--- src/hw/rtl/ttd_pkg.sv ---
// shared constants and types for the ttl duplicate filter
package ttd_pkg;

    localparam int CAPACITY = 2048;
    localparam int KEY_BITS = 64;

    localparam int IDX_W = $clog2(CAPACITY);
    localparam int ADDR_W = IDX_W + 1;
    localparam int CNT_W = $clog2(CAPACITY + 2);
    localparam int CMP_W = (CNT_W > 12) ? CNT_W : 12;

    localparam int CFG_IDX_W = 4;
    localparam int CFG_DATA_W = 16;

    localparam logic [CFG_IDX_W-1:0] CFG_TTL = CFG_IDX_W'(0);
    localparam logic [CFG_IDX_W-1:0] CFG_MAX = CFG_IDX_W'(1);

    localparam logic [15:0] TTL_RESET = 16'd300;
    localparam logic [11:0] MAX_RESET = 12'd2000;

    typedef struct packed {
        logic [63:0] message_key;
        logic        key_present;
        logic [31:0] now_seconds;
    } req_word_t;

    typedef struct packed {
        logic        dup_flag;
        logic [11:0] live_count;
    } rsp_word_t;

    typedef struct packed {
        logic [15:0] ttl_seconds;
        logic [11:0] max_entries;
    } cfg_t;

    typedef struct packed {
        logic                live;
        logic [31:0]         stamp;
        logic [KEY_BITS-1:0] key;
    } entry_t;

    typedef struct packed {
        logic        live;
        logic        hit;
        logic        expired;
        logic [31:0] age;
    } eval_t;

    typedef struct packed {
        logic             rd_en;
        logic [IDX_W-1:0] rd_addr;
        logic             wr_en;
        logic [IDX_W-1:0] wr_addr;
    } ram_cmd_t;

endpackage

--- src/hw/rtl/ttd_entry_eval.sv ---
// per-entry match, age and expiry evaluation of a table read
module ttd_entry_eval import ttd_pkg::*; (
    input  entry_t              entry,
    input  logic [KEY_BITS-1:0] key,
    input  logic [31:0]         now,
    input  logic [15:0]         ttl,
    output eval_t               ev
);

    logic [31:0] age;

    assign age        = now - entry.stamp;
    assign ev.live    = entry.live;
    assign ev.hit     = (entry.key == key);
    assign ev.age     = age;
    assign ev.expired = (age >= {16'b0, ttl});

endmodule

--- config.mk ---
export PLATFORM = sky130hd
export DESIGN_NAME = ttd_entry_eval
export DESIGN_NICKNAME = d
export VERILOG_FILES = /design/src/hw/rtl/ttd_pkg.sv /design/src/hw/rtl/ttd_entry_eval.sv
export SDC_FILE = /design/constraint.sdc
export NUM_CORES = 1
export LEC_CHECK = 0
export BUFFER_PORTS_ARGS = -buffer_cell sky130_fd_sc_hd__buf_2
export CAP_MARGIN = 20
export CORE_AREA = 2 2 96 98
export DETAILED_ROUTE_END_ITERATION = 16
export DIE_AREA = 0 0 98 100
export GPL_ROUTABILITY_DRIVEN = 0
export PLACE_DENSITY_LB_ADDON = 0.05
export SYNTH_ARGS = -nofsm -noshare
export SYNTH_HDL_FRONTEND = slang
export SYNTH_SLANG_ARGS = --single-unit
--- constraint.sdc ---
create_clock -name vclk -period 6.5
set_input_delay 0.65 -clock vclk [all_inputs]
set_output_delay 0.65 -clock vclk [all_outputs]
set_load 0.01 [all_outputs]
Word level (Yosys, flattened, before mapping)

Index checks and enable logic that the tools add are counted.

Flip-flop bits (word level): 0
Input port bits: 209
Output and inout bits: 35

Add/subtract/negate cells: 1
Magnitude comparators: 1
Eq/ne operators: 1

Operators by type and width:

| cell                                         | number |
|---|---|
| equality test 64 bit                         | 1 |
| greater-or-equal comparator 32 x 16 -> 1 bit | 1 |
| subtractor 32 bit                            | 1 |

Depth between registers and ports, before layout

Depth in word-level cells: 2
Mapped depth: 17
Depth with buffers taken out: 17

Worst setup path before layout

No wires, ideal clock.

Path kind: input to output
From: input now[0]
To: output ev[32] (netlist bit)
Arrival time: 4.618 ns
Slack: 1.232 ns
Stages: 17
Cells stage by stage: inv_1 -> ha_1 -> inv_1 -> fa_1 -> a21o_1 -> a221o_2 -> a21o_1 -> a21oi_1 -> xnor2_1 -> ha_1 -> nand4_1 -> nor2_1 -> a2111oi_0 -> nor2_1 -> or4_1 -> or4_1 -> or4_1

RTL lines:

| what            | RTL line            | RTL |
|---|---|---|
| start, declared | ttd_entry_eval.sv:5 | `input logic [31:0] now,` |
| end, declared   | ttd_entry_eval.sv:7 | `output eval_t ev` |

==> metrics <==
post-synthesis adder-cell area fraction=20.8%; mapped cell area=0.00293 mm²; overall global routing resource usage=20.1%; most instantiated cells after synthesis=xor2_1, inv_1, ha_1, a21oi_1, nand2_1; grt ovf=0; Pleak=2.38 nW; yosys warns=0; Setup crit end kind=output pin; DRC errors left=0; Post-Syn Instances=417; Cell Pwr Density=98.0 mW/mm²; syn nets=674; first-pass GRT wire length=16600 µm; hold buffers post-CTS=0; hold path start=entry[96]; hold worst-path end=ev[34]; largest net degree at the start of global routing=8; P_int=193 µW; die area=0.00980 mm²; peak supply drop=0.0373 mV; Final ANT Viol Nets=0; cell taking the most area after synthesis=xor2_1; vias per cell=4.87; hold path depth=0; f_max=0.175 GHz; Final Hold Vio Count=0; Slew headroom=65.1%; Synth Area in Compound Gates=24.7%; multi-input logic area=0.00270 mm²; Final TNS setup=0 ps; total of clock buffers placed in the layout=0; critical path class=input pin to output pin; switching share of power=53.7%; RSZ-0062 raised after global routing=false; HP Class=input pin to output pin; Die Span Y=100 µm; dominant cells by area after synthesis=xor2_1, ha_1, a21oi_1, inv_1, xnor2_1; top-count cell post-synth=xor2_1; Sequential Area=0 µm²; core area=0.00889 mm²; simple-gate share of the synthesized area=18.5%; combinational family with the most area after synthesis=XOR/XNOR gates; WHS=1300 ps; Period minus WS final=5720 ps; worst-path maximum fanout=6; Clock Power Share=0%; sequential-to-total area share from yosys stat=0%; Synth Area in XOR/XNOR=27.8%; logic gate share of total power=100.0%; top-area cell type share of the netlist area=22.4%; row cnt=35; vias in the first global route=3649; DRT Wirelength=10600 µm; routed vias=3730; postcts setup bufs=0; Req. time, crit path=5850 ps; max_cap viols=0; CP arrival=5070 ps; startpoint type of the worst setup path=input pin; synth-to-layout area growth=45.4%; Die Width=98 µm; final non-filler cell total=766; Placed Instances=764; port bufs=242; status=completed; hpwl dp=9950 µm; Setup Viol. Count Final=0; post-synthesis mux area share=0.342%; share of cells above drive strength 1=37.5%; fillers=969; drt wl/cell=13.9 µm; first drt pass iteration count=4; fin crit share=88.0%; final net count=912; worst-margin pin slew=510 ps; # IOs=244; Mapped Avg Cell Area=7.02 µm²; Netlist cell types=48; net switching power=224 µW; sequential power share=0%; initial antenna violation count=2; post-cts gate resize count=0; Starting Density=32.9%; Seq Cell Count=0; initial DRC count=132; fin. max-slew vios=0; final design utilization=47.9%
[how the worst max path moves through the flow]
stage / start / end / cells after the start
2_1_floorplan: now[0] / ev[32] / 17
6_report: now[0] / ev[32] / 19
3_3_place_gp: now[0] / ev[32] / 19
5_1_grt: now[0] / ev[32] / 19
4_1_cts: now[0] / ev[32] / 19
3_5_place_dp: now[0] / ev[32] / 19
[power groups by stage]
stage,Clock [mW],Combinational [mW],Sequential (mW)
3_3_place_gp,0,0.415,0
2_1_floorplan,0,0.254,0
6_report,0.0000000415,0.417,0
4_1_cts,0,0.421,0
5_1_grt,0.0000000206,0.469,0
3_5_place_dp,0,0.419,0
[cell usage in the layout (no fill, tap or decap), types with 2 or more instances in the layout]
cell and instances:
a2111oi_0 2, a211oi_1 2, a21o_1 8, a21oi_1 42
a311oi_1 2, a31oi_1 5, and2_1 2, and3_1 6
buf_2 242, diode_2 2, ha_1 47, inv_1 54
nand2_1 25, nand2b_1 4, nand3_1 4, nand4_1 12
nor2_1 15, nor2b_1 5, nor3_1 3, nor4_1 17
o211ai_1 5, o21a_1 3, o21ai_0 20, o21ai_1 2
o21bai_1 7, o31a_1 2, or3_1 2, or4_1 5
xnor2_1 18, xor2_1 75
[routing by layer]
metal / vias up / GRT usage [%] / wire [µm]
li1: 1965 / - / -
met1: 1614 / 25.9 / 4510
met2: 145 / 35.7 / 5120
met3: 6 / 4.18 / 891
met4: 0 / 2.67 / 113
met5: - / 0 / 0
[layout make-up]
class | instances | area share [%]
diodes | 2 | 0.118
inverters | 54 | 4.76
multi-input cells | 357 | 63.4
repair buffers | 242 | 28.5
well taps | 111 | 3.26
[per-stage QoR]
| step | instance area, µm² | power [mW] | worst slack [ps] |
|---|---|---|---|
| floorplan | 2930 | 0.254 | 1230 |
| global placement | 4250 | 0.415 | 746 |
| detailed placement | 4250 | 0.419 | 744 |
| CTS | 4250 | 0.421 | 722 |
| global route | 4250 | 0.469 | 494 |
| finish | 4260 | 0.417 | 779 |
[worst max-delay path, stage by stage]
cell	delay (ps)
buf_2	90
inv_1	40
ha_1	140
inv_1	50
fa_1	400
a21o_1	190
a221o_2	420
a21o_1	200
a21oi_1	170
xnor2_1	170
ha_1	280
nand4_1	100
nor2_1	50
a2111oi_0	480
nor2_1	90
or4_1	470
or4_1	460
or4_1	460
buf_2	150
[cells by family (layout without fill, tap and decap cells)]
group,Yosys count,after routing
other,0,2
buffers and inverters,60,296
AO/OA/AOI/OAI,113,113
multiplexers,1,1
XOR/XNOR,93,93
AND/OR/NAND/NOR,102,102
adder cells (fa/ha/maj),48,48
No activity file was read; power rests on OpenSTA's default activity.
