**src/hw/rtl/ttd_entry_ram.sv**
```systemverilog
// entry table: one write port, one registered read port
module ttd_entry_ram #(
    parameter int WIDTH = 8,
    parameter int DEPTH = 16
) (
    input  logic                     clk,
    input  logic                     wr_en,
    input  logic [$clog2(DEPTH)-1:0] wr_addr,
    input  logic [WIDTH-1:0]         wr_data,
    input  logic                     rd_en,
    input  logic [$clog2(DEPTH)-1:0] rd_addr,
    output logic [WIDTH-1:0]         rd_data
);

    logic [WIDTH-1:0] mem [DEPTH];
    logic [WIDTH-1:0] rd_data_reg;

    always_ff @(posedge clk)
    begin
        if (wr_en)
        begin
            mem[wr_addr] <= wr_data;
        end
    end

    always_ff @(posedge clk)
    begin
        if (rd_en)
        begin
            rd_data_reg <= mem[rd_addr];
        end
    end

    assign rd_data = rd_data_reg;

endmodule

```
**config.mk**
```make
export PLATFORM = sky130hd
export DESIGN_NAME = ttd_entry_ram
export DESIGN_NICKNAME = d
export VERILOG_FILES = /design/src/hw/rtl/ttd_entry_ram.sv
export SDC_FILE = /design/constraint.sdc
export NUM_CORES = 1
export LEC_CHECK = 0
export BUFFER_PORTS_ARGS = -buffer_cell sky130_fd_sc_hd__buf_2
export CORE_UTILIZATION = 50
export DETAILED_ROUTE_END_ITERATION = 12
export GPL_ROUTABILITY_DRIVEN = 0
export HOLD_SLACK_MARGIN = 0.02
export PLACE_DENSITY = 0.7
export SYNTH_ARGS = -nofsm -noshare
export SYNTH_HDL_FRONTEND = slang
export SYNTH_SLANG_ARGS = --single-unit
```
**constraint.sdc**
```tcl
create_clock -name clk -period 3.3 [get_ports clk]
set_input_delay 0.33 -clock clk [delete_from_list [all_inputs] [get_ports clk]]
set_output_delay 0.33 -clock clk [all_outputs]
set_load 0.005 [all_outputs]
```
Yosys cells after proc, flatten, opt, wreduce, memory -nomap -nowiden
Memories as Yosys holds them, arrays and structs flattened. A register that Yosys moved wholly into a read port is not among the register bits. Index checks and enable logic that the tools add are counted.

Bits in registers: 0. Memory bits (writable): 128. Input port bits: 19. Output and inout bits: 8. Word-level logic and storage cells: 3. Memories kept: 1.

Muxes and demuxes: 2.

Memories: mem (depth 16, bits a word 8, rd ports 1, clocked after Yosys merged registers in 1, write ports 1, line 15) `logic [WIDTH-1:0] mem [DEPTH];`.

Operators by type and width (number): $mux W1 (2).

Longest topological paths before layout
Depth in word-level cells: 2. Gate-level depth with buffers: 5. Gate-level depth less buffers: 3.

Worst setup path after synthesis
Ideal clock, no wire load.

Kind: input-to-reg. Start: in wr_addr[2]. End: mem mem[0][0], enable pin. Library setup time: 0.383 ns. Arrival time: 1.440 ns. Required time: 2.917 ns. Slack: 1.477 ns. Stages: 2. Path buffers: 0. Cell sequence: or3b_2 -> nor3_1.

RTL lines: from (decl) (line 8) `input logic [$clog2(DEPTH)-1:0] wr_addr,`; to (decl) (line 15).

No word-level cell before the write port.

==> qor.tcl <==
set qor(run_status) {completed}
set qor(detail_route.wl_per_cell_um) 23.1
set qor(dp_hpwl_mm) 5.85
set qor(post_drt_via_cell_ratio) 5.81
set qor(multi_input_comb_area_mm2) 0.00106
set qor(fin_total_pwr_mw) 3.82
set qor(holdBufCountCts) 0
set qor(finalHoldViolCount) 0
set qor(synth_seq_cells) 136
set qor(final_common_cell) {sky130_fd_sc_hd__edfxtp_1}
set qor(die_height_um) 104
set qor(drt_wl_total_mm) 9.57
set qor(synth_nets) 248
set qor(global_routing_usage_on_met2_pct) 29.2
set qor(r2r.worst_path.cells) 3
set qor(final_layout_size_suffix_gt1_share_pct) 26.6
set qor(finClkSkew_ns) 0.00934
set qor(timing_max_transition_violations_final) 0
set qor(drt-pass1-iter-count) 4
set qor(initial_core_util_pct) 52.5
set qor(post_cts_resized) 0
set qor(fin_crit_share_pct) 53.3
set qor(grt_start_max_net_pins) 33
set qor(cp-start-kind) {input port}
set qor(area_growth_synth_to_finish_pct) 15.2
set qor(largest_register_ffs) 128
set qor(synth_largest_area_cell) {sky130_fd_sc_hd__edfxtp_1}
set qor(yosysUniqueCellTypes) 18
set qor(setup-violations-final) 0
set qor(ys_top_cells_by_area) {sky130_fd_sc_hd__edfxtp_1 (78%), sky130_fd_sc_hd__mux4_2 (7.8%), sky130_fd_sc_hd__mux4_1 (7.0%)}
set qor(cts_max_path_buffers) 2
set qor(syn-cell-area_mm2) 0.00523
set qor(clock.fmax_mhz) 568
set qor(fin_tns_setup_ns) 0
set qor(stdcell_count) 415
set qor(grt_first_pass_wirelength_mm) 14.8
set qor(placed_cells) 383
set qor(std_cell_rows) 36
set qor(n_antenna_cell) 0
set qor(cts.sinks) 136
set qor(groute.layer.met3.usage_pct) 6.14
set qor(cap_viol_max_count) 0
set qor(hold-path-cell-count) 1
set qor(postSynthCellCount) 229
set qor(crit_required_ns) 3.57
set qor(routed-via-count) 2413
set qor(worst-r2r-setup-slack_ns) 1.81
set qor(hp-class) {input port to flop}
set qor(worstHoldStart) {rd_en}
set qor(timing.critical_path.arrival_ns) 2.03
set qor(worst_ir_drop_vdd_mv) 0.342
set qor(most-common-layout-cells) {sky130_fd_sc_hd__edfxtp_1 (136), sky130_fd_sc_hd__buf_2 (26), sky130_fd_sc_hd__mux4_2 (18)}
set qor(cts_tree) {done}
set qor(floorplan.die_area_mm2) 0.0109
set qor(worst_hold_path.endpoint) {rd_data[7]}
set qor(post_synthesis_area_per_instance_um2) 22.8
set qor(cp-end-kind) {flop}
set qor(worst-path-max-fanout) 23
set qor(rsz_0062_raised_after_global_routing) {no}
set qor(design.core.area_mm2) 0.00995
set qor(grt_remaining_overflow) 0
set qor(globalRouteTotalUtil_pct) 19.7
set qor(first_iter_violations) 255
set qor(num-fill-cells) 699
set qor(pwr_density_cell_mw_per_mm2) 635
set qor(placement.io_buffers) 26
set qor(first_global_vias) 2452
set qor(finalWorstPathRequiredPeriod_ns) 1.76
set qor(yosysWarningCount) 0
set qor(seq_area_frac_synth_pct) 78.1
set qor(drt.antenna.violating_nets) 0
set qor(use_met1_pct) 27.7
set qor(clockRootBuffer) {sky130_fd_sc_hd__clkbuf_8}
set qor(worstSkewPairLatency_ns) 0.52
set qor(globalRoute.busiestLayer) {met2}
set qor(worstSetupStartpoint) {rd_addr[0]}
set qor(worstReg2RegEnd) {rd_data[5]}
set qor(synth_top_cell_area_share_pct) 78.1
set qor(timing.max_slew.rel_slack_pct) 30.2
set qor(cts_buffers) 17
set qor(floorplan.die.width_um) 104
set qor(num_io_pins) 27
set qor(antenna_found_initial) 0
set qor(post-route-drc-count) 0
set qor(cellLeakagePower_nw) 2.00
set qor(seqCellArea_mm2) 0.00408
set qor(worstSetupPathType) {input port to flop}
set qor(reg2reg_from) {mem[1][5]}
set qor(htree_num_levels) 4
set qor(tightest_slew_ns) 1.04
set qor(num-nets-final) 288
set qor(post_cts.repair.setup_buffers) 0
set qor(path_clk_slew_ns) 0.06
cells by family (layout without fill, tap and decap cells):
logic type | count (synthesis) | in the layout | synth area share, %
flip-flops | 136 | 136 | 78.1
multiplexers | 32 | 32 | 14.8
AND/OR/NAND/NOR | 35 | 35 | 3.14
buffers and inverters | 10 | 63 | 1.65
AO/OA/AOI/OAI | 16 | 16 | 2.30
cell usage after synthesis (all sizes together):
| cell type | count |
|---|---|
| edfxtp | 136 |
| mux4 | 32 |
| a22oi | 16 |
| nor2 | 13 |
| nand2 | 9 |
| buf | 7 |
| nor3 | 4 |
| clkdlybuf4s25 | 3 |
| nand2b | 2 |
| nand3b | 2 |
| and2 | 1 |
| and2b | 1 |
| nand3 | 1 |
| nor2b | 1 |
| or3b | 1 |
through the flow:
step	cell area [um2]	setup slack [ns]	hold slack, ns	util [%]
global placement	5490	0.975	0.714	55.1
global route	6020	1.44	0.176	60.5
detailed placement	5490	0.985	0.720	55.1
CTS	6020	1.53	0.174	60.5
floorplan	5230	1.48	0.429	-
finish	6020	1.54	0.184	60.5
power breakdown:
part | internal [mW] | total [mW] | switching, mW
Sequential | 1.95 | 1.96 | 0.0112
Clock | 1.06 | 1.70 | 0.639
Combinational | 0.0700 | 0.167 | 0.0965
layout make-up:
cell class	count	area share, %
flip-flops and latches	136	67.8
multi-input cells	83	17.6
clock buffers	21	7.13
repair buffers	31	2.99
well taps	133	2.76
clock inverters	11	1.77
metal layers:
layer	vias to the layer above	part of all wire, %
met5	-	0
met4	0	2.2
met3	16	7.6
met2	113	47
met1	1223	43
li1	1061	-
worst max-delay path, cell delays in order:
cell and delay [ns]:
sky130_fd_sc_hd__buf_2 0.60, sky130_fd_sc_hd__buf_12 0.24, sky130_fd_sc_hd__mux4_1 0.57, sky130_fd_sc_hd__a22oi_1 0.21, sky130_fd_sc_hd__nand2_1 0.06
worst max-delay path by stage:
stage,slack [ns],to
2_1_floorplan,1.48,mem[0][0]
3_3_place_gp,0.98,rd_data[7]
3_5_place_dp,0.99,rd_data[7]
4_1_cts,1.53,rd_data[5]
5_1_grt,1.44,rd_data[5]
6_report,1.54,rd_data[5]
No activity file was read; power rests on OpenSTA's default activity.
