## config.mk

```make
export PLATFORM = sky130hd
export DESIGN_NAME = ttd_ctrl
export DESIGN_NICKNAME = d
export VERILOG_FILES = /design/src/hw/rtl/ttd_pkg.sv /design/src/hw/rtl/ttd_ctrl.sv
export SDC_FILE = /design/constraint.sdc
export NUM_CORES = 1
export LEC_CHECK = 0
export BUFFER_PORTS_ARGS = -buffer_cell sky130_fd_sc_hd__buf_2
export CAP_MARGIN = 20
export CORE_MARGIN = 2
export CORE_UTILIZATION = 52
export DETAILED_ROUTE_END_ITERATION = 7
export PLACE_DENSITY = 0.81
export SLEW_MARGIN = 10
export SYNTH_ARGS = -nofsm -noshare
export SYNTH_HDL_FRONTEND = slang
export SYNTH_SLANG_ARGS = --single-unit
```

## constraint.sdc

```tcl
create_clock -name clk -period 13 [get_ports clk]
set_input_delay 1.3 -clock clk [delete_from_list [all_inputs] [get_ports clk]]
set_output_delay 1.3 -clock clk [all_outputs]
set_load 0.005 [all_outputs]
```

## src/hw/rtl/ttd_pkg.sv

```systemverilog
// shared constants and types for the ttl duplicate filter
package ttd_pkg;

    localparam int CAPACITY = 2048;
    localparam int KEY_BITS = 64;

    localparam int IDX_W = $clog2(CAPACITY);
    localparam int ADDR_W = IDX_W + 1;
    localparam int CNT_W = $clog2(CAPACITY + 2);
    localparam int CMP_W = (CNT_W > 12) ? CNT_W : 12;

    localparam int CFG_IDX_W = 4;
    localparam int CFG_DATA_W = 16;

    localparam logic [CFG_IDX_W-1:0] CFG_TTL = CFG_IDX_W'(0);
    localparam logic [CFG_IDX_W-1:0] CFG_MAX = CFG_IDX_W'(1);

    localparam logic [15:0] TTL_RESET = 16'd300;
    localparam logic [11:0] MAX_RESET = 12'd2000;

    typedef struct packed {
        logic [63:0] message_key;
        logic        key_present;
        logic [31:0] now_seconds;
    } req_word_t;

    typedef struct packed {
        logic        dup_flag;
        logic [11:0] live_count;
    } rsp_word_t;

    typedef struct packed {
        logic [15:0] ttl_seconds;
        logic [11:0] max_entries;
    } cfg_t;

    typedef struct packed {
        logic                live;
        logic [31:0]         stamp;
        logic [KEY_BITS-1:0] key;
    } entry_t;

    typedef struct packed {
        logic        live;
        logic        hit;
        logic        expired;
        logic [31:0] age;
    } eval_t;

    typedef struct packed {
        logic             rd_en;
        logic [IDX_W-1:0] rd_addr;
        logic             wr_en;
        logic [IDX_W-1:0] wr_addr;
    } ram_cmd_t;

endpackage

```

## src/hw/rtl/ttd_ctrl.sv

```systemverilog
// scan sequencer: clear, match, prune, evict and place over the entry table
module ttd_ctrl import ttd_pkg::*; (
    input  logic                clk,
    input  logic                rst_n,
    input  logic                req_accept,
    input  req_word_t           req_word,
    output logic                idle,
    input  cfg_t                cfg,
    output ram_cmd_t            ram_cmd,
    output entry_t              wr_data,
    input  eval_t               ev,
    output logic [KEY_BITS-1:0] key,
    output logic [31:0]         now,
    output logic                res_valid,
    input  logic                res_take,
    output rsp_word_t           res_word
);

    localparam logic [2:0] S_CLEAR  = 3'd0;
    localparam logic [2:0] S_IDLE   = 3'd1;
    localparam logic [2:0] S_MATCH  = 3'd2;
    localparam logic [2:0] S_PRUNE  = 3'd3;
    localparam logic [2:0] S_EVICT  = 3'd4;
    localparam logic [2:0] S_PLACE  = 3'd5;
    localparam logic [2:0] S_RESULT = 3'd6;

    logic [2:0]          state_reg, state_next;
    logic [ADDR_W-1:0]   addr_reg, addr_next;
    logic                rd_vld_reg, rd_vld_next;
    logic [IDX_W-1:0]    rd_idx_reg, rd_idx_next;
    logic [CNT_W-1:0]    count_reg, count_next;
    logic [CNT_W-1:0]    total_reg, total_next;
    logic                pend_reg, pend_next;
    logic                dup_reg, dup_next;
    logic                match_found_reg, match_found_next;
    logic                match_fresh_reg, match_fresh_next;
    logic [IDX_W-1:0]    match_idx_reg, match_idx_next;
    logic                free_found_reg, free_found_next;
    logic [IDX_W-1:0]    free_idx_reg, free_idx_next;
    logic                best_found_reg, best_found_next;
    logic [IDX_W-1:0]    best_idx_reg, best_idx_next;
    logic [31:0]         best_age_reg, best_age_next;
    logic [KEY_BITS-1:0] key_reg, key_next;
    logic [31:0]         now_reg, now_next;

    logic                in_scan;
    logic                scan_issue;
    logic                scan_done;
    logic [CMP_W-1:0]    limit;
    logic [CNT_W-1:0]    total_tmp;
    logic                more;
    logic                free_cand_en;
    logic [IDX_W-1:0]    free_cand_idx;

    assign in_scan    = state_reg inside {S_MATCH, S_PRUNE, S_EVICT};
    assign scan_issue = (addr_reg != ADDR_W'(CAPACITY));
    assign scan_done  = !scan_issue && !rd_vld_reg;
    assign limit      = (CMP_W'(cfg.max_entries) < CMP_W'(CAPACITY)) ?
                        CMP_W'(cfg.max_entries) : CMP_W'(CAPACITY);

    always_comb
    begin
        state_next       = state_reg;
        addr_next        = addr_reg;
        rd_vld_next      = 1'b0;
        rd_idx_next      = rd_idx_reg;
        count_next       = count_reg;
        total_next       = total_reg;
        pend_next        = pend_reg;
        dup_next         = dup_reg;
        match_found_next = match_found_reg;
        match_fresh_next = match_fresh_reg;
        match_idx_next   = match_idx_reg;
        free_found_next  = free_found_reg;
        free_idx_next    = free_idx_reg;
        best_found_next  = best_found_reg;
        best_idx_next    = best_idx_reg;
        best_age_next    = best_age_reg;
        key_next         = key_reg;
        now_next         = now_reg;
        total_tmp        = total_reg;
        more             = 1'b0;
        free_cand_en     = 1'b0;
        free_cand_idx    = rd_idx_reg;
        ram_cmd          = '0;
        wr_data          = '{live: 1'b0, stamp: now_reg, key: key_reg};

        // sequential read sweep, data arrives in the next cycle
        if (in_scan && scan_issue)
        begin
            ram_cmd.rd_en   = 1'b1;
            ram_cmd.rd_addr = addr_reg[IDX_W-1:0];
            addr_next       = addr_reg + ADDR_W'(1);
            rd_vld_next     = 1'b1;
            rd_idx_next     = addr_reg[IDX_W-1:0];
        end

        case (state_reg)
            S_CLEAR:
            begin
                ram_cmd.wr_en   = 1'b1;
                ram_cmd.wr_addr = addr_reg[IDX_W-1:0];
                addr_next       = addr_reg + ADDR_W'(1);
                if (addr_reg == ADDR_W'(CAPACITY - 1))
                begin
                    state_next = S_IDLE;
                end
            end

            S_IDLE:
            begin
                if (req_accept)
                begin
                    key_next = req_word.message_key[KEY_BITS-1:0];
                    now_next = req_word.now_seconds;
                    dup_next = 1'b0;
                    if (req_word.key_present)
                    begin
                        match_found_next = 1'b0;
                        free_found_next  = 1'b0;
                        addr_next        = '0;
                        state_next       = S_MATCH;
                    end
                    else
                    begin
                        state_next = S_RESULT;
                    end
                end
            end

            S_MATCH:
            begin
                if (rd_vld_reg)
                begin
                    if (ev.live && ev.hit && !match_found_reg)
                    begin
                        match_found_next = 1'b1;
                        match_fresh_next = !ev.expired;
                        match_idx_next   = rd_idx_reg;
                    end
                    free_cand_en = !ev.live;
                end
                if (scan_done)
                begin
                    if (match_found_reg && match_fresh_reg)
                    begin
                        dup_next   = 1'b1;
                        state_next = S_RESULT;
                    end
                    else
                    begin
                        total_tmp = count_reg + CNT_W'(1);
                        if (match_found_reg)
                        begin
                            // expired match leaves the table before the key is re-recorded
                            ram_cmd.wr_en   = 1'b1;
                            ram_cmd.wr_addr = match_idx_reg;
                            free_cand_en    = 1'b1;
                            free_cand_idx   = match_idx_reg;
                            if (count_reg != '0)
                            begin
                                count_next = count_reg - CNT_W'(1);
                                total_tmp  = count_reg;
                            end
                        end
                        pend_next  = 1'b1;
                        total_next = total_tmp;
                        if (CMP_W'(total_tmp) > limit)
                        begin
                            addr_next  = '0;
                            state_next = S_PRUNE;
                        end
                        else
                        begin
                            state_next = S_PLACE;
                        end
                    end
                end
            end

            S_PRUNE:
            begin
                if (rd_vld_reg && ev.live && ev.expired)
                begin
                    ram_cmd.wr_en   = 1'b1;
                    ram_cmd.wr_addr = rd_idx_reg;
                    total_next      = total_reg - CNT_W'(1);
                    free_cand_en    = 1'b1;
                end
                if (scan_done)
                begin
                    if (cfg.ttl_seconds == 16'd0)
                    begin
                        // zero ttl: the pending key is itself expired
                        pend_next = 1'b0;
                        total_tmp = total_reg - CNT_W'(1);
                    end
                    total_next = total_tmp;
                    if (CMP_W'(total_tmp) > limit)
                    begin
                        addr_next       = '0;
                        best_found_next = 1'b0;
                        state_next      = S_EVICT;
                    end
                    else
                    begin
                        state_next = S_PLACE;
                    end
                end
            end

            S_EVICT:
            begin
                if (rd_vld_reg && ev.live && (!best_found_reg || ev.age > best_age_reg))
                begin
                    best_found_next = 1'b1;
                    best_idx_next   = rd_idx_reg;
                    best_age_next   = ev.age;
                end
                if (scan_done)
                begin
                    if (best_found_reg)
                    begin
                        ram_cmd.wr_en   = 1'b1;
                        ram_cmd.wr_addr = best_idx_reg;
                        free_cand_en    = 1'b1;
                        free_cand_idx   = best_idx_reg;
                        total_tmp       = total_reg - CNT_W'(1);
                        more            = 1'b1;
                    end
                    else if (pend_reg)
                    begin
                        // the new key wins ties: stored entries are evicted first, so the new key goes last
                        pend_next = 1'b0;
                        total_tmp = total_reg - CNT_W'(1);
                        more      = 1'b1;
                    end
                    total_next = total_tmp;
                    if (more && (CMP_W'(total_tmp) > limit))
                    begin
                        addr_next       = '0;
                        best_found_next = 1'b0;
                    end
                    else
                    begin
                        state_next = S_PLACE;
                    end
                end
            end

            S_PLACE:
            begin
                if (pend_reg)
                begin
                    ram_cmd.wr_en   = 1'b1;
                    ram_cmd.wr_addr = free_idx_reg;
                    wr_data         = '{live: 1'b1, stamp: now_reg, key: key_reg};
                end
                count_next = total_reg;
                state_next = S_RESULT;
            end

            S_RESULT:
            begin
                if (res_take)
                begin
                    state_next = S_IDLE;
                end
            end

            default:
            begin
                state_next = S_IDLE;
            end
        endcase

        // lowest free slot tracking
        if (free_cand_en && (!free_found_reg || free_cand_idx < free_idx_reg))
        begin
            free_found_next = 1'b1;
            free_idx_next   = free_cand_idx;
        end
    end

    always_ff @(posedge clk or negedge rst_n)
    begin
        if (!rst_n)
        begin
            state_reg       <= S_CLEAR;
            addr_reg        <= '0;
            rd_vld_reg      <= 1'b0;
            count_reg       <= '0;
            pend_reg        <= 1'b0;
            dup_reg         <= 1'b0;
            match_found_reg <= 1'b0;
            free_found_reg  <= 1'b0;
            best_found_reg  <= 1'b0;
        end
        else
        begin
            state_reg       <= state_next;
            addr_reg        <= addr_next;
            rd_vld_reg      <= rd_vld_next;
            count_reg       <= count_next;
            pend_reg        <= pend_next;
            dup_reg         <= dup_next;
            match_found_reg <= match_found_next;
            free_found_reg  <= free_found_next;
            best_found_reg  <= best_found_next;
        end
    end

    always_ff @(posedge clk)
    begin
        rd_idx_reg      <= rd_idx_next;
        total_reg       <= total_next;
        match_fresh_reg <= match_fresh_next;
        match_idx_reg   <= match_idx_next;
        free_idx_reg    <= free_idx_next;
        best_idx_reg    <= best_idx_next;
        best_age_reg    <= best_age_next;
        key_reg         <= key_next;
        now_reg         <= now_next;
    end

    assign idle                = (state_reg == S_IDLE);
    assign res_valid           = (state_reg == S_RESULT);
    assign res_word.dup_flag   = dup_reg;
    assign res_word.live_count = 12'(count_reg);
    assign key                 = key_reg;
    assign now                 = now_reg;

endmodule

```

Word level (Yosys, flattened, before mapping)
Index checks and enable logic that the tools add are counted.

cells by class
  mux-type cells = 101
  order comparisons = 6
  equal/unequal tests = 26
  reductions and logical operators = 40
  $add $sub $neg = 4

operators by type and width
  kind                   count
  $mux 12                40
  $mux 97                2
  $pmux 12 s5            2
  $mux 11                5
  $gt 12x12->1           3
  $pmux 12 s3            1
  $mux 1                 33
  $gt 32x32->1           1
  $mux 3                 10
  $add 12x1->12 const B  2
  $pmux 12 s2            1
  $sub 12x1->12 const B  2
  $ne 2x2->1 const B     11
  $pmux 11 s2            1
  $pmux 3 s7             1
  $logic_not 16->1       1
  $reduce_and 5->1       3
  $reduce_and 7->1       2
  $eq 12x11->1 const B   1
  $lt 12x12->1 const B   1
  $ne 12x12->1 const B   1
  $ne 2x1->1 const B     6
  $reduce_bool 12->1     1
  $reduce_bool 2->1      6
  15 further kinds       40

word-level totals
  register bits = 218
  bits of input ports = 164
  output and inout bits = 232
  word-level logic and storage cells = 195

Longest topological paths before layout
Gate-level depths: netlist of run 1.

  depth after elaboration = 11
  depth in mapped cells = 16
  mapped depth without buffers = 14

Worst setup path before layout of run 1
No wires, ideal clock.

  path kind = input -> register
  start point = input port ev[29] in the netlist's numbering
  end point = register best_age_reg[0], enable pin
  setup slack = 7814 ps
  setup time = 469 ps
  data required time = 12531 ps
  cell stages on the path = 7
  buffers on the path = 0
  arrival time = 4717 ps
  path through = ha_1 nand4_1 or2_2 nor2_1 nand4_1 o21bai_1 a31oi_1

on the way
  cells in the longest elaborated chain, start to end = 4

RTL lines
  item                        line             text
  from (decl)                 ttd_ctrl.sv:11   input eval_t ev,
  $gt 32x32->1                ttd_ctrl.sv:214  if (rd_vld_reg && ev.live && (!best_found_reg || ev.age > best_age_reg))
  $logic_or 1x1->1            ttd_ctrl.sv:214
  $logic_and 1x1->1           ttd_ctrl.sv:214
  $reduce_and 2->1 (no line)  n/a
  to (signal assigned)        ttd_ctrl.sv:321  best_age_reg <= best_age_next;
  to (decl)                   ttd_ctrl.sv:42   logic [31:0] best_age_reg, best_age_next;

No other way between the ends.
A chain may end at the register's enable or synchronous reset.

==> impl_metrics.tcl, run 1 <==
set metrics [dict create \
    status "completed" \
    grt_first_pass_wirelength_mm 59.7 \
    layout.nets 1636 \
    grt_util_all_layers_pct 33.1 \
    report.final.hold_viol_count 0 \
    synth-async-reset-ratio_pct 15.1 \
    worstPathArrival_ps 3550 \
    fmax_ghz 0.206 \
    synth-seq-area-share_pct 52.1 \
    fillers 1876 \
    synth_top_cell_by_area "edfxtp_1" \
    drt-wirelength-per-cell_um 24.8 \
    synth_cells 1106 \
    io_buffers 395 \
    synth_nets 1355 \
    endpoint_kind "primary output" \
    hold_class "flop to flop" \
    overflow 0 \
    skew_ps 22.0 \
    synth.distinct_cells 80 \
    drc 0 \
    dp_slack_ps 8220 \
    maxSlewViolCount 0 \
    synth_edf_count 185 \
    synth_area_leaders "edfxtp_1 45%, ha_1 8.7%, dfrtp_1 6.7%" \
    ys_warn_count 0 \
    drt_iter0_drc 1053 \
    dieArea_um2 24800 \
    finalWorstSetupSlack_ps 8150 \
    largest_reg_flops 64 \
    cts_root_buf "clkbuf_16" \
    syn_avg_cell_area_um2 11.1 \
    ir_worst_vdd_mv 0.164 \
    die_h_um 157 \
    path_max_fanout 12 \
    synthToLayoutAreaGrowth_pct 18.9 \
    ctsResizeCount 0 \
    synth.ff_latch_count 218 \
    core-area_um2 23300 \
    dr_total_vias 10100 \
    fp.dieW_um 157 \
    maxCapViolations 0 \
    post_cts_buffers 0 \
    initial_core_util_pct 52.5 \
    cts_buffers 25 \
    vias_per_cell 5.83 \
    clock-sinks 218 \
    crit_type "flop to primary output" \
    drive_gt1_share_pct 32.9 \
    ioPinCount 396 \
    cp_data_required_time_ps 11700 \
    cts_max_path_buffers 3 \
    tns_ps 0 \
    h-tree-depth 1 \
    setup_violations 0 \
    drt_first_pass_iters 6 \
    grt_max_degree 78 \
    synth.cell_area_um2 12200 \
    row_count 56 \
    wl_mm 42.8 \
    hpwl_mm 33.4 \
    power_leakage_nw 6.30 \
    cts.hold.buffers_added 0 \
    grt_antenna_before_repair 3 \
    synth.top_cell.area_share_pct 45.4 \
    insertion_delay_ps 550 \
    cts_tree "done" \
    min_period_ps 4850 \
    power_density_nw_per_um2 202 \
    place.gp.congestion 0.957 \
    grt_pass1_vias 9458 \
    rsz0062_at_grt "false" \
    synthFlopType "edfxtp_1" \
    start_kind "flop" \
    utilization_pct 62.4 \
    fin_crit_sh_pct 37.3 \
    maxSlewHeadroom_pct 21.0 \
    worst_slew_pin_slew_ps 1180 \
    ant_nets 0 \
    clkTransAtPathRegs_ps 60 \
]
## path summary, 6_finish.rpt
path	slack (ps)	to	cells after the start	startpoint
worst min register to register	500	best_idx_reg[8]	0	rd_idx_reg[8]
max in group asynchronous	11620	count_reg[0]	1	rst_n
worst min-delay path	500	best_idx_reg[8]	0	rd_idx_reg[8]
worst max-delay path	8150	ram_cmd[1]	8	addr_reg[0]
worst max register to register	8340	free_idx_reg[7]	14	addr_reg[0]
min in group asynchronous	850	addr_reg[4]	1	rst_n
## cell type report
cell class / instances / area [um2] / area share, %
Antenna cell: 1 / 2.50 / 0.0172
Sequential cell: 218 / 6380 / 43.8
Timing Repair Buffer: 404 / 2040 / 14.0
Tap cell: 319 / 399 / 2.74
Clock buffer: 33 / 666 / 4.57
Clock inverter: 13 / 133 / 0.911
Multi-Input combinational cell: 668 / 4670 / 32.1
Inverter: 70 / 263 / 1.80
## metal layers
layer	global-route usage, %	wire, um	up-vias	share of wire [%]
met5	0	22	-	0.051
met4	11.4	1460	4	3.4
met3	19.3	7140	85	17
met2	48.2	18500	622	43
met1	40.9	15700	4857	37
li1	-	-	4500	-
## synth_stat cells, drive strengths merged, types with 11 or more instances
library cell  count
xnor2            30
edfxtp          185
nor4             12
a21oi            49
nor3             23
xor2             28
a21o             11
inv              69
buf             121
nor2             63
dfrtp            33
nand4            22
a22oi            30
nand3            38
o21ai            59
clkbuf           29
ha               85
nand2            81
and2             15
## kinds of logic after synthesis
| family | Yosys count | share of synthesized area (%) |
|---|---|---|
| XOR/XNOR | 58 | 4.21 |
| AND/OR/NAND/NOR | 300 | 12.7 |
| multiplexers | 2 | 0.174 |
| flip-flops | 218 | 52.1 |
| adder cells (fa/ha/maj) | 85 | 8.68 |
| AO/OA/AOI/OAI | 223 | 12.1 |
| buffers and inverters | 220 | 10.1 |
## cells in the final DEF, fill, tap and decap left out, drive strengths merged, types with 22 or more instances in the layout
| master | n |
|---|---|
| buf | 404 |
| a21oi | 49 |
| nand3 | 38 |
| xnor2 | 30 |
| nand4 | 22 |
| nand2 | 81 |
| edfxtp | 185 |
| ha | 85 |
| nor3 | 23 |
| nor2 | 63 |
| a22oi | 30 |
| o21ai | 59 |
| clkbuf | 33 |
| xor2 | 28 |
| dfrtp | 33 |
| inv | 71 |
## critical path, cell delays in order (launching register included)
cell and delay (ps):
dfrtp_1 470, inv_1 110, ha_1 150, nor4b_4 300
nand3_1 300, nor2_1 910, a22oi_1 360, o211ai_1 240
buf_2 170
## power by group
group	internal, mW	leakage, nW	switching [mW]
Clock	0.403	0.392	0.297
Combinational	0.425	3.80	0.652
Sequential	0.951	2.11	0.216
Total	1.78	6.30	1.17
## metrics by stage
| step | instances | power (mW) | instance area, um2 | hold slack [ps] |
|---|---|---|---|---|
| detailed placement | 1679 | 2.22 | 13800 | 482 |
| global placement | 1679 | 2.18 | 13800 | 475 |
| finish | 1726 | 2.94 | 14600 | 495 |
| global route | 1725 | 3.09 | 14600 | 521 |
| floorplan | 1106 | 1.85 | 12200 | 420 |
| CTS | 1725 | 2.92 | 14600 | 493 |
Note: power is estimated with default switching activity, not from simulation.
==> run 2, diff against run 1 <==
==> constraint.sdc (replaced) <==
create_clock -name clk -period 4.6 [get_ports clk]
set_input_delay 0.46 -clock clk [delete_from_list [all_inputs] [get_ports clk]]
set_output_delay 0.46 -clock clk [all_outputs]
set_load 0.005 [all_outputs]
==> impl_metrics.tcl, run 2 (same netlist as run 1, synthesis figures left out) <==
set metrics [dict create \
    row_count 56 \
    clkTransAtPathRegs_ps 60 \
    drt-wirelength-per-cell_um 24.8 \
    utilization_pct 63.1 \
    power_leakage_nw 6.39 \
    hold_class "primary input to async pin" \
    grt_pass1_vias 9517 \
    finalPower_mw 8.55 \
    insertion_delay_ps 540 \
    worstPathArrival_ps 4610 \
    dr_total_vias 10200 \
    post_cts_buffers 0 \
    vias_per_cell 5.86 \
    fin_crit_sh_pct 90.5 \
    maxSlewHeadroom_pct 24.2 \
    hpwl_mm 33.7 \
    timing.hold.ws_ps 11.0 \
    grt_first_pass_wirelength_mm 60.2 \
    cts_tree "done" \
    fillers 1902 \
    grt_antenna_before_repair 3 \
    cts_max_path_buffers 3 \
    cts_buffers 25 \
    h-tree-depth 1 \
    tns_ps 0 \
    slowest_stage "or4b_4" \
    reg2reg_depth 15 \
    core-area_um2 23300 \
    cts_root_buf "clkbuf_16" \
    fin_area_um2 14700 \
    ant_nets 0 \
    rsz0062_at_grt "false" \
    synthToLayoutAreaGrowth_pct 20.2 \
    drt_first_pass_iters 5 \
    ctsResizeCount 0 \
    overflow 0 \
    start_kind "flop" \
    setup_violations 0 \
    final_cell_mix "395 x buf_2, 185 x edfxtp_1, 85 x ha_1, 81 x nand2_1, 69 x inv_1" \
    layout.nets 1646 \
    io_buffers 395 \
    fmax_ghz 0.240 \
    maxSlewViolCount 0 \
    status "completed" \
    ioPinCount 396 \
    initial_core_util_pct 52.5 \
    power_density_nw_per_um2 581 \
    cts.hold.buffers_added 0 \
    largest_reg_flops 64 \
    clock-sinks 218 \
    critPathMaxStageDelay_ps 500 \
    placed_cell_area_um2 13800 \
    drt_iter0_drc 1105 \
    fp.dieW_um 157 \
    crit_type "flop to flop" \
    wl_mm 43.1 \
    path_cells "inv_1 > ha_1 > or4b_4 > or2_4 > nor3_4 > nand2_1 > xnor2_2 > ha_1 > o21a_1 > a21o_1 > or4_1 > o21ai_1 > a2111oi_2 > buf_4 > o22ai_1" \
    path_max_fanout 12 \
    maxCapViolations 0 \
    skew_ps 20.7 \
    grt_max_degree 72 \
    cp_data_required_time_ps 5050 \
    endpoint_kind "flop" \
    cpMostUsedCell "ha_1" \
    ir_worst_vdd_mv 0.511 \
    drc 0 \
    report.final.hold_viol_count 0 \
    grt_util_all_layers_pct 33.3 \
    worst_slew_pin_slew_ps 1130 \
    drive_gt1_share_pct 33.8 \
    min_period_ps 4160 \
    place.gp.congestion 1.04 \
    mostFrequentLayoutCell "buf_2" \
    die_h_um 157 \
    dieArea_um2 24800 \
]
==> run 2: through the flow <==
step           instances  setup WS [ps]
5_1_grt             1736            203
3_5_place_dp        1688            502
4_1_cts             1734            484
2_1_floorplan       1106            254
6_report            1739            437
3_3_place_gp        1688            597
==> run 2: per-layer routing <==
metal | routed length (um) | GRT usage, %
met1 | 15600 | 40.5
met2 | 18700 | 48.5
met3 | 7230 | 19.8
met4 | 1630 | 12.4
met5 | 9 | 0
==> run 2: power breakdown <==
part           switching [mW]  total (mW)  internal, mW
registers               0.561        3.25          2.69
logic                    1.95        3.17          1.22
clock network           0.853        2.14          1.28
==> run 2: cell type report <==
cell class,count,area [um2],area share (%)
timing repair buffer,414,2120,14.4
inverter,70,263,1.78
clock buffer,26,629,4.28
sequential,218,6380,43.3
multi-input combinational,668,4670,31.7
antenna,4,10.0,0.0680
tap,319,399,2.71
clock inverter,20,244,1.66
==> run 2: path summary, 6_finish.rpt <==
kind,startpoint,to,slack (ps)
max reg2reg,total_reg[0],addr_reg[6],440
max,total_reg[0],addr_reg[6],440
min,rst_n,addr_reg[5],10
min reg2reg,rd_idx_reg[2],match_idx_reg[2],510
max in group asynchronous,rst_n,dup_reg,4060
min in group clk,req_word[95],key[62],90
==> run 2: worst max-delay path: cells and delay by family (launching register included) <==
family          cells  cell delay (ps)
fa+ha+maj           2              580
xor+xnor            1              180
buf+inv             2              400
compound gates      5              850
simple gates        5             1620
flops               1              470
==> run 3, diff against run 2 <==
--- a/config.mk
+++ b/config.mk
@@ -10,7 +10,7 @@
 export CORE_MARGIN = 2
 export CORE_UTILIZATION = 52
 export DETAILED_ROUTE_END_ITERATION = 7
-export PLACE_DENSITY = 0.81
+export PLACE_DENSITY = 0.82
 export SLEW_MARGIN = 10
 export SYNTH_ARGS = -nofsm -noshare
 export SYNTH_HDL_FRONTEND = slang
==> impl_metrics.tcl, run 3 (same netlist as run 1, synthesis figures left out) <==
set metrics [dict create \
    status "completed" \
    placed_cell_area_um2 13800 \
    cp_data_required_time_ps 5030 \
    maxSlewHeadroom_pct 28.1 \
    multi_input_area_um2 4680 \
    hpwl_mm 32.8 \
    r2r_slack_ps 470 \
    setup_violations 0 \
    drt_first_pass_iters 6 \
    place.gp.congestion 0.952 \
    ff_latch_area_um2 6380 \
    grt_antenna_before_repair 6 \
    min_period_ps 4130 \
    ir_worst_vdd_mv 0.367 \
    vias_per_cell 5.88 \
    finalWorstSetupSlack_ps 465 \
    largest_reg_flops 64 \
    die_h_um 157 \
    grt_util_all_layers_pct 32.7 \
    fillers 1834 \
    maxSlewViolCount 0 \
    endpoint_kind "flop" \
    dp_slack_ps 509 \
    path_max_fanout 12 \
    worstPathArrival_ps 4560 \
    timing.hold.ws_ps 29.7 \
    fmax_ghz 0.242 \
    final_cell_mix "395 x buf_2, 185 x edfxtp_1, 85 x ha_1, 81 x nand2_1, 69 x inv_1" \
    synthToLayoutAreaGrowth_pct 19.7 \
    clock-sinks 218 \
    ctsResizeCount 0 \
    regToRegStartpoint "total_reg[0]" \
    reg2reg_depth 15 \
    grt_first_pass_wirelength_mm 59.6 \
    worstReg2RegEnd "addr_reg[2]" \
    dr_total_vias 10200 \
    power_density_nw_per_um2 577 \
    rsz0062_at_grt "false" \
    ant_nets 0 \
    worst_slew_pin_slew_ps 1080 \
    ioPinCount 396 \
    cts.hold.buffers_added 0 \
    cts_root_buf "clkbuf_16" \
    cts_max_path_buffers 3 \
    grt_max_degree 79 \
    power_leakage_nw 6.35 \
    clkTransAtPathRegs_ps 60 \
    overflow 0 \
    io_buffers 395 \
    h-tree-depth 1 \
    mostFrequentLayoutCell "buf_2" \
    layout.nets 1641 \
    drc 0 \
    report.final.hold_viol_count 0 \
    wl_mm 42.6 \
    drt-wirelength-per-cell_um 24.6 \
    core-area_um2 23300 \
    skew_ps 8.46 \
    drt_iter0_drc 1220 \
    row_count 56 \
    tns_ps 0 \
    dieArea_um2 24800 \
    start_kind "flop" \
    fp.dieW_um 157 \
    post_cts_buffers 0 \
    cts_buffers 25 \
    fin_crit_sh_pct 89.9 \
    initial_core_util_pct 52.5 \
    insertion_delay_ps 520 \
    hold_class "primary input to async pin" \
    crit_type "flop to flop" \
    maxCapViolations 0 \
    drive_gt1_share_pct 33.3 \
    cts_tree "done" \
    fin_area_um2 14700 \
    grt_pass1_vias 9711 \
]
## run 3: worst max path at each step
stage,startpoint,end,cells after the start,slack [ps]
floorplan,ev[29],best_age_reg[0],7,250
global placement,total_reg[0],addr_reg[5],15,630
detailed placement,total_reg[0],addr_reg[2],15,510
CTS,total_reg[0],addr_reg[2],15,490
global route,addr_reg[0],free_idx_reg[4],14,170
finish,total_reg[0],addr_reg[2],15,470
## run 3: final cells by class
class / instances / share of cell area [%]
timing repair buffer: 409 / 14.2
clock buffer: 32 / 4.45
sequential: 218 / 43.5
inverter: 70 / 1.79
tap: 319 / 2.72
multi-input combinational: 668 / 31.9
antenna: 5 / 0.0853
clock inverter: 13 / 1.33
## run 3: per-layer routing
metal  wire [um]  vias to the layer above  global-route usage [%]
li1            -                     4515                       -
met1       15300                     4856                    40.1
met2       18800                      690                    49.0
met3        6480                      118                    16.2
met4        1720                       12                    12.3
met5         290                        -                    7.45
## run 3: through the flow
| step | cells | total power [mW] | utilization, % |
|---|---|---|---|
| detailed placement | 1684 | 6.26 | 59.1 |
| floorplan | 1106 | 5.23 | - |
| global route | 1731 | 8.88 | 62.8 |
| global placement | 1684 | 6.17 | 59.1 |
| finish | 1734 | 8.46 | 62.8 |
| CTS | 1729 | 8.38 | 62.8 |
## run 3: critical path: stages (launching register included)
cell and delay [ps]:
edfxtp_1 460, inv_1 160, ha_1 260, or4b_4 500, or2_4 270, nor3_4 220, nand2_1 120, xnor2_2 170
ha_1 320, o21a_1 190, a21o_1 180, or4_1 500, o21ai_1 170, a2111oi_2 80, buf_4 240, o22ai_1 190
## run 3: power breakdown
group	internal, mW	switching [mW]
clock	1.28	0.824
sequential	2.69	0.611
combinational	1.20	1.86
total	5.17	3.29
